[config.mk]
export PLATFORM = sky130hd
export DESIGN_NAME = zscore_normalizer
export DESIGN_NICKNAME = d
export VERILOG_FILES = /design/src/zsn_pkg.sv /design/src/zsn_divider.sv /design/src/zsn_datapath.sv /design/src/zsn_ctrl.sv /design/src/zscore_normalizer.sv
export SDC_FILE = /design/constraint.sdc
export NUM_CORES = 2
export LEC_CHECK = 0
export BUFFER_PORTS_ARGS = -buffer_cell sky130_fd_sc_hd__clkbuf_2
export CAP_MARGIN = 20
export CORE_MARGIN = 4
export CORE_UTILIZATION = 60
export DETAILED_ROUTE_END_ITERATION = 8
export GPL_TIMING_DRIVEN = 0
export PLACE_DENSITY = 0.73
export SYNTH_ARGS = -nofsm -noshare
export SYNTH_HDL_FRONTEND = slang
export SYNTH_SLANG_ARGS = --single-unit
[constraint.sdc]
create_clock -name i_clk -period 27 [get_ports i_clk]
set_clock_uncertainty 0.05 [all_clocks]
set_input_delay 5.4 -clock i_clk [delete_from_list [all_inputs] [get_ports i_clk]]
set_output_delay 5.4 -clock i_clk [all_outputs]
set_load 0.05 [all_outputs]
[src/zsn_pkg.sv]
package zsn_pkg;
    localparam int SAMPLES_MAX = 64;
    localparam int AW = $clog2(SAMPLES_MAX);
    localparam int CW = AW + 1;
    localparam int SUM_W = 23;
    localparam int SSD_W = 40;
    localparam int NUM_W = 29;
    localparam int DIV_STEPS = 16;

    typedef struct packed {
        logic load;
        logic clear;
        logic mean_start;
        logic ssd_clear;
        logic ssd_acc;
        logic var_start;
        logic sqrt_start;
        logic z_start;
        logic rd_en;
        logic [AW-1:0] rd_addr;
    } t_cmd;

    typedef struct packed {
        logic full;
        logic [CW-1:0] count;
        logic div_done;
        logic sqrt_done;
    } t_sts;
endpackage

[src/zsn_divider.sv]
module zsn_divider (
    input  logic i_clk,
    input  logic i_rst_n,
    input  logic i_start,
    input  logic [zsn_pkg::SSD_W-1:0] i_num,
    input  logic [zsn_pkg::SSD_W-1:0] i_den,
    output logic o_done,
    output logic [zsn_pkg::SSD_W-1:0] o_quot
);
    import zsn_pkg::*;
    logic [SSD_W-1:0] r_q, r_rem, r_den;
    logic [5:0] r_cnt;
    logic r_busy, r_done;
    logic [SSD_W:0] w_sh;
    assign w_sh = {r_rem, r_q[SSD_W-1]};
    always_ff @(posedge i_clk) begin
        if (!i_rst_n) begin
            r_busy <= 1'b0;
            r_done <= 1'b0;
            r_cnt <= '0;
        end else begin
            r_done <= 1'b0;
            if (i_start) begin
                r_busy <= 1'b1;
                r_q <= i_num;
                r_rem <= '0;
                r_den <= i_den;
                r_cnt <= 6'(SSD_W);
            end else if (r_busy) begin
                if (w_sh >= {1'b0, r_den}) begin
                    r_rem <= SSD_W'(w_sh - {1'b0, r_den});
                    r_q <= {r_q[SSD_W-2:0], 1'b1};
                end else begin
                    r_rem <= w_sh[SSD_W-1:0];
                    r_q <= {r_q[SSD_W-2:0], 1'b0};
                end
                r_cnt <= r_cnt - 6'd1;
                if (r_cnt == 6'd1) begin
                    r_busy <= 1'b0;
                    r_done <= 1'b1;
                end
            end
        end
    end
    assign o_done = r_done;
    assign o_quot = r_q;
endmodule

[src/zsn_datapath.sv]
module zsn_datapath (
    input  logic i_clk,
    input  logic i_rst_n,
    input  zsn_pkg::t_cmd i_cmd,
    output zsn_pkg::t_sts o_sts,
    input  logic signed [15:0] i_sample,
    output logic signed [15:0] o_normalized,
    output logic signed [15:0] o_mean_value,
    output logic [15:0] o_spread,
    output logic o_zero_spread,
    output logic o_overflowed
);
    import zsn_pkg::*;
    logic signed [15:0] r_mem [SAMPLES_MAX];
    logic signed [15:0] r_rd;
    logic [CW-1:0] r_count;
    logic signed [SUM_W-1:0] r_sum;
    logic r_drop;
    logic signed [15:0] r_mean;
    logic [SSD_W-1:0] r_ssd;
    logic [15:0] r_sd;
    logic r_sign;
    logic [1:0] r_mode;
    logic signed [17:0] r_d;
    logic [35:0] r_sq;
    logic r_sq_v;

    logic div_start, div_done;
    logic [SSD_W-1:0] div_num, div_den, div_q;
    logic [SSD_W-1:0] n_num;
    logic [SUM_W-1:0] sum_mag;
    logic signed [17:0] w_d;
    logic [17:0] d_mag;
    logic signed [SSD_W-1:0] w_qs;

    localparam logic [1:0] M_MEAN = 2'd0;
    localparam logic [1:0] M_VAR = 2'd1;
    localparam logic [1:0] M_Z = 2'd2;

    assign sum_mag = r_sum[SUM_W-1] ? SUM_W'(-r_sum) : r_sum;
    assign w_d = 18'(r_rd) - 18'(r_mean);
    assign d_mag = w_d[17] ? 18'(-w_d) : w_d;

    // numerator and divisor are latched by the divider on its start cycle
    always_comb begin
        n_num = '0;
        div_den = SSD_W'(r_count);
        if (i_cmd.mean_start) begin
            n_num = SSD_W'({sum_mag, 1'b0}) + SSD_W'(r_count);
            div_den = SSD_W'({r_count, 1'b0});
        end else if (i_cmd.var_start) begin
            n_num = r_ssd;
        end else if (i_cmd.z_start) begin
            n_num = SSD_W'({d_mag, 13'b0}) + SSD_W'(r_sd);
            div_den = SSD_W'({r_sd, 1'b0});
        end
    end
    assign div_start = i_cmd.mean_start | i_cmd.var_start | i_cmd.z_start;
    assign div_num = n_num;

    zsn_divider u_div (.i_clk(i_clk), .i_rst_n(i_rst_n), .i_start(div_start),
        .i_num(div_num), .i_den(div_den), .o_done(div_done), .o_quot(div_q));

    // isqrt: one result bit per cycle over a 32-bit value
    logic [31:0] r_sv, r_res, r_bit;
    logic r_sq_busy, r_sq_done;
    logic [31:0] w_rb;
    assign w_rb = r_res + r_bit;

    assign w_qs = r_sign ? SSD_W'(-$signed(div_q)) : div_q;

    always_ff @(posedge i_clk) begin
        if (i_cmd.load && r_count != CW'(SAMPLES_MAX)) r_mem[r_count[AW-1:0]] <= i_sample;
        if (i_cmd.rd_en) r_rd <= r_mem[i_cmd.rd_addr];
    end

    always_ff @(posedge i_clk) begin
        if (!i_rst_n) begin
            r_count <= '0;
            r_sum <= '0;
            r_drop <= 1'b0;
            r_mode <= M_MEAN;
            r_sq_v <= 1'b0;
            r_sq_busy <= 1'b0;
            r_sq_done <= 1'b0;
        end else begin
            r_sq_done <= 1'b0;
            if (i_cmd.clear) begin
                r_count <= '0;
                r_sum <= '0;
                r_drop <= 1'b0;
            end else if (i_cmd.load) begin
                if (r_count == CW'(SAMPLES_MAX)) r_drop <= 1'b1;
                else begin
                    r_count <= r_count + 1'b1;
                    r_sum <= r_sum + SUM_W'(i_sample);
                end
            end
            if (i_cmd.mean_start) begin
                r_mode <= M_MEAN;
                r_sign <= r_sum[SUM_W-1];
            end
            if (i_cmd.var_start) begin
                r_mode <= M_VAR;
                r_sign <= 1'b0;
            end
            if (i_cmd.z_start) begin
                r_mode <= M_Z;
                r_sign <= w_d[17];
            end
            if (div_done && r_mode == M_MEAN) r_mean <= 16'(w_qs);
            if (div_done && r_mode == M_VAR) r_sv <= (div_q > SSD_W'(32'hFFFF_FFFF)) ?
                32'hFFFF_FFFF : div_q[31:0];
            if (div_done && r_mode == M_Z) begin
                if (w_qs > SSD_W'(32767)) o_normalized <= 16'sd32767;
                else if (w_qs < -SSD_W'(32768)) o_normalized <= -16'sd32768;
                else o_normalized <= 16'(w_qs);
            end
            if (i_cmd.ssd_clear) r_ssd <= '0;
            r_sq_v <= i_cmd.ssd_acc;
            if (i_cmd.ssd_acc) r_sq <= d_mag * d_mag;
            if (r_sq_v) r_ssd <= r_ssd + SSD_W'(r_sq);
            if (i_cmd.sqrt_start) begin
                r_sq_busy <= 1'b1;
                r_res <= '0;
                r_bit <= 32'h4000_0000;
            end else if (r_sq_busy) begin
                if (r_sv >= w_rb) begin
                    r_sv <= r_sv - w_rb;
                    r_res <= (r_res >> 1) + r_bit;
                end else r_res <= r_res >> 1;
                r_bit <= r_bit >> 2;
                if (r_bit == 32'd1) begin
                    r_sq_busy <= 1'b0;
                    r_sq_done <= 1'b1;
                end
            end
            if (r_sq_done) r_sd <= (r_res > 32'hFFFF) ? 16'hFFFF : r_res[15:0];
        end
    end

    assign o_sts.full = (r_count == CW'(SAMPLES_MAX));
    assign o_sts.count = r_count;
    assign o_sts.div_done = div_done;
    assign o_sts.sqrt_done = r_sq_done;
    assign o_mean_value = r_mean;
    assign o_spread = r_sd;
    assign o_zero_spread = (r_sd == 16'd0);
    assign o_overflowed = r_drop;
endmodule

[src/zsn_ctrl.sv]
module zsn_ctrl (
    input  logic i_clk,
    input  logic i_rst_n,
    input  logic i_in_fire,
    input  logic i_in_last,
    input  logic i_out_ready,
    input  zsn_pkg::t_sts i_sts,
    output zsn_pkg::t_cmd o_cmd,
    output logic o_in_ready,
    output logic o_out_valid,
    output logic [zsn_pkg::AW-1:0] o_pos,
    output logic o_last
);
    import zsn_pkg::*;
    localparam logic [3:0] S_LOAD = 4'd0, S_MEAN = 4'd1, S_SSD = 4'd2, S_SSDW = 4'd3,
        S_VAR = 4'd4, S_SQRT = 4'd5, S_RD = 4'd6, S_RDW = 4'd7, S_ZDIV = 4'd8,
        S_OUT = 4'd9, S_MEANW = 4'd10, S_VARW = 4'd11, S_SQW = 4'd12;
    logic [3:0] r_st, n_st;
    logic [CW-1:0] r_i, n_i;
    logic [2:0] r_w, n_w;

    assign o_in_ready = (r_st == S_LOAD);
    assign o_out_valid = (r_st == S_OUT);
    assign o_pos = r_i[AW-1:0];
    assign o_last = (r_i + 1'b1 == i_sts.count);

    always_comb begin
        n_st = r_st;
        n_i = r_i;
        n_w = r_w;
        o_cmd = '0;
        o_cmd.rd_addr = r_i[AW-1:0];
        unique case (r_st)
            S_LOAD: begin
                o_cmd.load = i_in_fire;
                if (i_in_fire && i_in_last) n_st = S_MEAN;
            end
            S_MEAN: begin
                o_cmd.mean_start = 1'b1;
                n_st = S_MEANW;
            end
            S_MEANW: if (i_sts.div_done) begin
                o_cmd.ssd_clear = 1'b1;
                n_i = '0;
                n_st = S_SSD;
            end
            S_SSD: begin
                o_cmd.rd_en = 1'b1;
                n_st = S_SSDW;
            end
            S_SSDW: begin
                o_cmd.ssd_acc = 1'b1;
                n_i = r_i + 1'b1;
                if (r_i + 1'b1 == i_sts.count) begin
                    n_st = S_VAR;
                    n_w = 3'd3;
                end else n_st = S_SSD;
            end
            S_VAR: begin
                n_w = r_w - 3'd1;
                if (r_w == 3'd0) begin
                    o_cmd.var_start = 1'b1;
                    n_st = S_VARW;
                end
            end
            S_VARW: if (i_sts.div_done) n_st = S_SQRT;
            S_SQRT: begin
                o_cmd.sqrt_start = 1'b1;
                n_st = S_SQW;
            end
            S_SQW: if (i_sts.sqrt_done) begin
                n_i = '0;
                n_w = 3'd1;
                n_st = S_RD;
            end
            S_RD: begin
                n_w = r_w - 3'd1;
                if (r_w == 3'd0) begin
                    o_cmd.rd_en = 1'b1;
                    n_st = S_RDW;
                end
            end
            S_RDW: begin
                o_cmd.z_start = 1'b1;
                n_st = S_ZDIV;
            end
            S_ZDIV: if (i_sts.div_done) n_st = S_OUT;
            S_OUT: if (i_out_ready) begin
                n_i = r_i + 1'b1;
                n_w = 3'd1;
                if (o_last) begin
                    o_cmd.clear = 1'b1;
                    n_st = S_LOAD;
                end else n_st = S_RD;
            end
            default: n_st = S_LOAD;
        endcase
    end

    always_ff @(posedge i_clk) begin
        if (!i_rst_n) begin
            r_st <= S_LOAD;
            r_i <= '0;
            r_w <= '0;
        end else begin
            r_st <= n_st;
            r_i <= n_i;
            r_w <= n_w;
        end
    end
endmodule

[src/zscore_normalizer.sv]
// Load: one word per cycle while in the load state; a word with tlast closes the set.
// Close: mean division, a deviation pass over the stored samples, variance
// division, bit-serial square root, then one division per result (a single
// shared 40-bit restoring divider serves all three kinds of division).
// Reset (i_rst_n low, synchronous) empties the set and clears the drop flag.
module zscore_normalizer (
    input  logic i_clk,
    input  logic i_rst_n,
    input  logic s_axis_tvalid,
    output logic s_axis_tready,
    input  logic [15:0] s_axis_tdata,  // sample
    input  logic s_axis_tlast,         // is_last
    output logic m_axis_tvalid,
    input  logic m_axis_tready,
    output logic [55:0] m_axis_tdata,  // normalized, position, mean_value, spread, pad
    output logic [1:0] m_axis_tuser,   // zero_spread, overflowed
    output logic m_axis_tlast          // end_of_set
);
    import zsn_pkg::*;
    t_cmd cmd;
    t_sts sts;
    logic in_fire, zero;
    logic [AW-1:0] pos;
    logic signed [15:0] norm, mean;
    logic [15:0] sd;
    logic ovf;

    assign in_fire = s_axis_tvalid & s_axis_tready;

    zsn_ctrl u_ctrl (.i_clk(i_clk), .i_rst_n(i_rst_n), .i_in_fire(in_fire),
        .i_in_last(s_axis_tlast), .i_out_ready(m_axis_tready), .i_sts(sts), .o_cmd(cmd),
        .o_in_ready(s_axis_tready), .o_out_valid(m_axis_tvalid), .o_pos(pos),
        .o_last(m_axis_tlast));

    zsn_datapath u_dp (.i_clk(i_clk), .i_rst_n(i_rst_n), .i_cmd(cmd), .o_sts(sts),
        .i_sample(s_axis_tdata), .o_normalized(norm), .o_mean_value(mean),
        .o_spread(sd), .o_zero_spread(zero), .o_overflowed(ovf));

    // zero spread forces the result to zero
    assign m_axis_tdata = {2'b00, sd, mean, pos, (zero ? 16'sd0 : norm)};
    assign m_axis_tuser = {ovf, zero};
endmodule

== Word-level counts from Yosys, hierarchy flattened ==
Memory sizes are Yosys's and may differ from the RTL's. A register that Yosys moved wholly into a read port is not among the register bits.
Index checks and enable logic that the tools add are counted.
W data, S select, Z words.
Storage, ports and cells
  register bits: 383
  bits in writable memories: 1024
  bits of input ports: 21
  output and inout port bits: 61
  memories: 1
Cells by class
  add/subtract/negate cells: 16
  multipliers: 1
  $lt $le $gt $ge: 6
  equal/unequal tests: 28
  muxes and demuxes: 76
  bitwise logic cells: 8
  reduce and logical (&&, ||, !) cells: 38
Memories
  u_dp.r_mem: depth 64, bits a word 16, rd ports 1, clocked after Yosys merged registers in 1, wr ports 1, RTL line zsn_datapath.sv:14  | logic signed [15:0] r_mem [SAMPLES_MAX];
Operators by type and width (count)
  $mux W40: 10
  $mux W32: 7
  $pmux W4 S13: 1
  $ge A41 B40 Y1: 1
  $add A40 B36 Y40: 1
  $gt A40 B16 Y1 const B: 1
  $gt A40 B32 Y1 const B: 1
  $lt A40 B16 Y1 const B: 1
  $neg A40 Y40: 1
  $sub A40 B40 Y40: 1
  $mul A18 B18 Y36: 1
  $add A31 B16 Y32: 1
  $add A31 B31 Y32: 1
  $add A32 B31 Y32: 1
  $ge A32 B32 Y1: 1
  $gt A32 B16 Y1 const B: 1
  $mux W16: 2
  $mux W4: 8
  $sub A32 B32 Y32: 1
  $mux W31: 1
  $pmux W7 S4: 1
  $mux W1: 26
  $add A24 B7 Y25: 1
  $mux W8: 3
  other kinds (44): 99

== Logic depth before layout (Yosys ltp) ==
  depth in word-level cells: 8
  depth in mapped cells: 38
  mapped depth without buffers: 37

== Cells and area by module ==
A second synthesis with hierarchy kept.
Unflattened totals
  cell total of the unflattened synthesis: 5679
  area total of the unflattened synthesis: 77310.4 µm²
By module, submodules not included
  zsn_datapath: times used 1, cells each 4806, area each 68335.5 µm²
  zsn_divider: times used 1, cells each 674, area each 7469.7 µm²
  zsn_ctrl: times used 1, cells each 176, area each 1321.3 µm²
  zscore_normalizer: times used 1, cells each 23, area each 183.9 µm²

== Worst setup path before layout ==
Ideal clock, no wire load.
  kind: input port to flip-flop
  from: input port i_rst_n
  to: register u_dp.u_div.r_q[0] (netlist: u_dp.u_div.o_quot[0]) (enable)
  arrival: 9100 ps
  required time: 26430 ps
  setup slack: 17330 ps
  stages on the path: 3
  path buffers: 1
  path through: clkbuf_1 -> inv_1 -> nor2_1
On the way
  word-level cells in the longest chain between the ends: 1
Ends and longest elaborated chain
  from (decl): RTL line zscore_normalizer.sv:8  | input logic i_rst_n,
  $reduce_and A2 Y1 (no line)
  to (signal assigned): RTL line zsn_divider.sv:25  | r_q <= i_num;
  to (signal assigned): RTL line zsn_divider.sv:32  | r_q <= {r_q[SSD_W-2:0], 1'b1};
  to (signal assigned): RTL line zsn_divider.sv:35  | r_q <= {r_q[SSD_W-2:0], 1'b0};
  to (decl): RTL line zsn_divider.sv:11  | logic [SSD_W-1:0] r_q, r_rem, r_den;
No other way between the ends.
A chain may end at the register's enable or synchronous reset.

== Worst setup path after layout ==
  from: register u_dp.r_mean[0] (netlist: u_dp.o_mean_value[0])
  to: register u_dp.r_sq[26], data pin
On the way
  word-level cells in the longest chain between the ends: 4
Ends and longest elaborated chain
  from (decl): RTL line zsn_datapath.sv:19  | logic signed [15:0] r_mean;
  from (signal assigned): RTL line zsn_datapath.sv:111  | if (div_done && r_mode == M_MEAN) r_mean <= 16'(w_qs);
  $sub A16 B16 Y17 (*): RTL line zsn_datapath.sv:41  | assign w_d = 18'(r_rd) - 18'(r_mean);
  $neg A18 Y18: RTL line zsn_datapath.sv:42  | assign d_mag = w_d[17] ? 18'(-w_d) : w_d;
  $mux W18 (*): RTL line zsn_datapath.sv:42
  $mul A18 B18 Y36 (*): RTL line zsn_datapath.sv:121  | if (i_cmd.ssd_acc) r_sq <= d_mag * d_mag;
  to (signal assigned): RTL line zsn_datapath.sv:121
  to (decl): RTL line zsn_datapath.sv:25  | logic [35:0] r_sq;
Every way passes the cells marked *; elsewhere a longest branch is shown, timed or not.

==> metrics.txt <==
post-synthesis mux area share=10.50%; drt via density=6.405; max_slew headroom=21.80%; Crit-path slowest cell=clkbuf_1; RSZ-0062 raised after global routing=false; total grt overflow=0; Mapped Cells=5,403; Final setup viols=0; Least-Margin Pin Slew=1.164 ns; Max Slew Vio Count=0; nets=6,268; clock root buffer=clkbuf_16; asr flop ratio synth=0%; Post-Synth XOR/XNOR Area=3.568%; Clock Latency Late Sink=0.80 ns; reg2reg start=u_dp.o_mean_value[0]; largest family of logic cells by synthesized area=adder cells; # DRC=0; Final Cycle Share=40.07%; most area-hungry cell type in the Yosys netlist=edfxtp_1; Setup Fix Bufs, Post-CTS=0; Post-synth EDFFs=1,341; Fin. Hold Viols=0; R2R cell count=32; post-route ant nets=0; Hold Startpoint=u_ctrl.r_w[1]; H-tree levels=4; maximum root-to-sink buffer count=3; crit path kind=flip-flop to flip-flop; Hold Buf Count CTS=0; syn_area_per_cell=13.81 µm²; top layer in use=met4; largest net degree at the start of global routing=73; DR vias=47,990; Worst setup EP type=flip-flop; number of CTS-inserted buffers=143; Clock transition at path regs=0.06 ns; routed wire length=202.0 mm; critical path peak fanout=10; required time worst endpoint=27.48 ns; initial DRC count=6,273; Final min period=10.82 ns; most used cell along the critical path=fa_1; Num Clock Sinks=1,399; DR WL/cell=26.96 µm; Hold EP=u_ctrl.r_w[1]; max-cap viol count=0; post-CTS sizing=0; share of cells above drive strength 1=14.86%; GRT Overall Usage=31.29%; Die X=360.6 µm; row count=129; register area share after synthesis=55.54%; Placeable Area=123,600 µm²; DIE HEIGHT=360.6 µm; initial antenna violation count=8; setup TNS after final layout=0 ns; most used flip-flop cell after synthesis=edfxtp_1; Pre-antenna DRT Iters=6; vias in the first global route=47,600; area delta synth->final=11.33%; Adder-Cell Fraction of Synth Area=10.77%; Post-synth top cells=edfxtp_1 (1,341), nor2_1 (433), inv_1 (430), mux4_2 (336), nand2_1 (298); Hold Crit Class=flip-flop to flip-flop; cell with the most instances after synthesis=edfxtp_1; CTS tree=yes; M1 WL=76.16 mm; Critical R2R Capture=u_dp.r_sq[26]; fin cells=7,493; Critical path origin=u_dp.o_mean_value[0]; #FFs+latches synth=1,399; Synth Area in Simple Gates=8.233%; Total Die Area=130,000 µm²; Worst Path Arrival=11.30 ns; GP Congestion=0.9859; Ys Warns=0; r2r setup slk=16.18 ns; DP HPWL=142.6 mm; crit-path max cell delay=0.71 ns; compound-gate portion of the synthesized area=7.887%; top cell type's share of synthesized area=53.99%; starting density of the core=60.33%; first-pass GRT wire length=303.7 mm; Port Buffers=79; post-synthesis cell type count=108; Hold Path Stages=2; fmax=0.09242 GHz; outcome=completed; Met2 Wirelength=96.67 mm; I/O pins=82; metal3 WL=18.03 mm; Placed Instances=7,225; Syn Std Cell Area=74,590 µm²; top post-synthesis cells by area=edfxtp_1 (54%), mux4_2 (10%), fa_1 (6.0%); crit path launch type=flip-flop
## sequential cells by signal, indices dropped and copies added, names as in the netlist, 2 cells and up
name,cells
u_ctrl.r_i,7
u_ctrl.r_st,4
u_ctrl.r_w,3
u_dp.o_mean_value,16
u_dp.o_normalized,16
u_dp.o_spread,16
u_dp.r_bit,16
u_dp.r_count,7
u_dp.r_mem,1024
u_dp.r_mode,2
u_dp.r_rd,16
u_dp.r_res,32
u_dp.r_sq,35
u_dp.r_ssd,40
u_dp.r_sum,23
u_dp.r_sv,32
u_dp.u_div.o_quot,40
u_dp.u_div.r_cnt,6
u_dp.u_div.r_den,17
u_dp.u_div.r_rem,40
## kinds of logic after synthesis
| kind of cell | Yosys count |
|---|---|
| AOI/OAI and AO/OA | 885 |
| other | 2 |
| muxes | 362 |
| buffers and inverters | 676 |
| xor gates and xnor gates | 303 |
| adders and majority gates | 508 |
| DFF | 1399 |
| and+or+nand+nor | 1268 |
## area by class of cell
cell class | instances | area (µm²)
fillers | 8650 | 40590
inverters | 438 | 1644
clock buffers | 184 | 3792
flip-flops and latches | 1399 | 41430
clock inverters | 74 | 784.5
repair buffers | 155 | 1496
well taps | 1637 | 2048
plain buffers | 238 | 957.2
multi-input cells | 3365 | 30880
diodes | 3 | 7.507
## placed cells by master (no fill, tap or decap), types with 22 or more instances in the layout
master and count:
xnor2_1 185, inv_1 430, nor2_1 379, a211oi_1 32, edfxtp_1 1341, clkinv_2 22
o21bai_1 26, clkbuf_1 206, nand2b_1 42, buf_8 34, xor2_1 117, nor2b_1 33
or3_1 41, a21oi_1 217, clkinv_1 30, ha_1 283, and3_1 24, nor4_1 26
mux4_2 336, nand3_1 65, o21ai_0 169, mux2i_1 22, clkbuf_16 143, nand4_1 34
a31oi_1 45, nor3_1 78, a21o_1 86, clkbuf_2 74, dfxtp_1 58, o31ai_1 23
and2_1 86, buf_4 25, buf_1 42, or2_2 34, nand2_1 298, nor2_2 50
o22ai_1 44, fa_1 224, conb_1 39
## critical path: cells and delay by family, from the launching register on
| kind | cells | cell delay (ns) |
|---|---|---|
| flops | 1 | 0.51 |
| xor+xnor | 2 | 0.30 |
| compound gates | 9 | 2.29 |
| buf+inv | 6 | 1.64 |
| fa+ha+maj | 9 | 3.99 |
| simple gates | 6 | 1.79 |
## through the flow
step           instance area, µm²  worst slack [ns]  utilization [%]  hold slack (ns)
2_1_floorplan               74730             17.33                -           0.3880
3_3_place_gp                77170             14.64            62.42           0.4221
3_5_place_dp                78360             16.08            63.38           0.4344
4_1_cts                     82940             15.94            67.08           0.4404
5_1_grt                     83040             15.73            67.16           0.4588
6_report                    83040             16.18            67.17           0.4406
## worst max path at each step
stage,endpoint,slack [ns],cells past startpoint
2_1_floorplan,u_dp.u_div.o_quot[0],17.33,3
3_3_place_gp,u_dp.u_div.o_quot[26],14.64,4
3_5_place_dp,u_dp.r_sq[26],16.08,32
4_1_cts,u_dp.r_sq[31],15.94,32
5_1_grt,u_dp.r_sq[26],15.73,32
6_report,u_dp.r_sq[26],16.18,32
## layer usage
| metal | global-route usage, % | up-vias |
|---|---|---|
| li1 | - | 20870 |
| met1 | 41.95 | 24180 |
| met2 | 50.26 | 2471 |
| met3 | 5.786 | 472 |
| met4 | 14.68 | 0 |
| met5 | 0 | - |
Power is left out: the tool's default activity adds up to more than one toggle a clock period on the data nets, which glitch-free logic cannot reach.
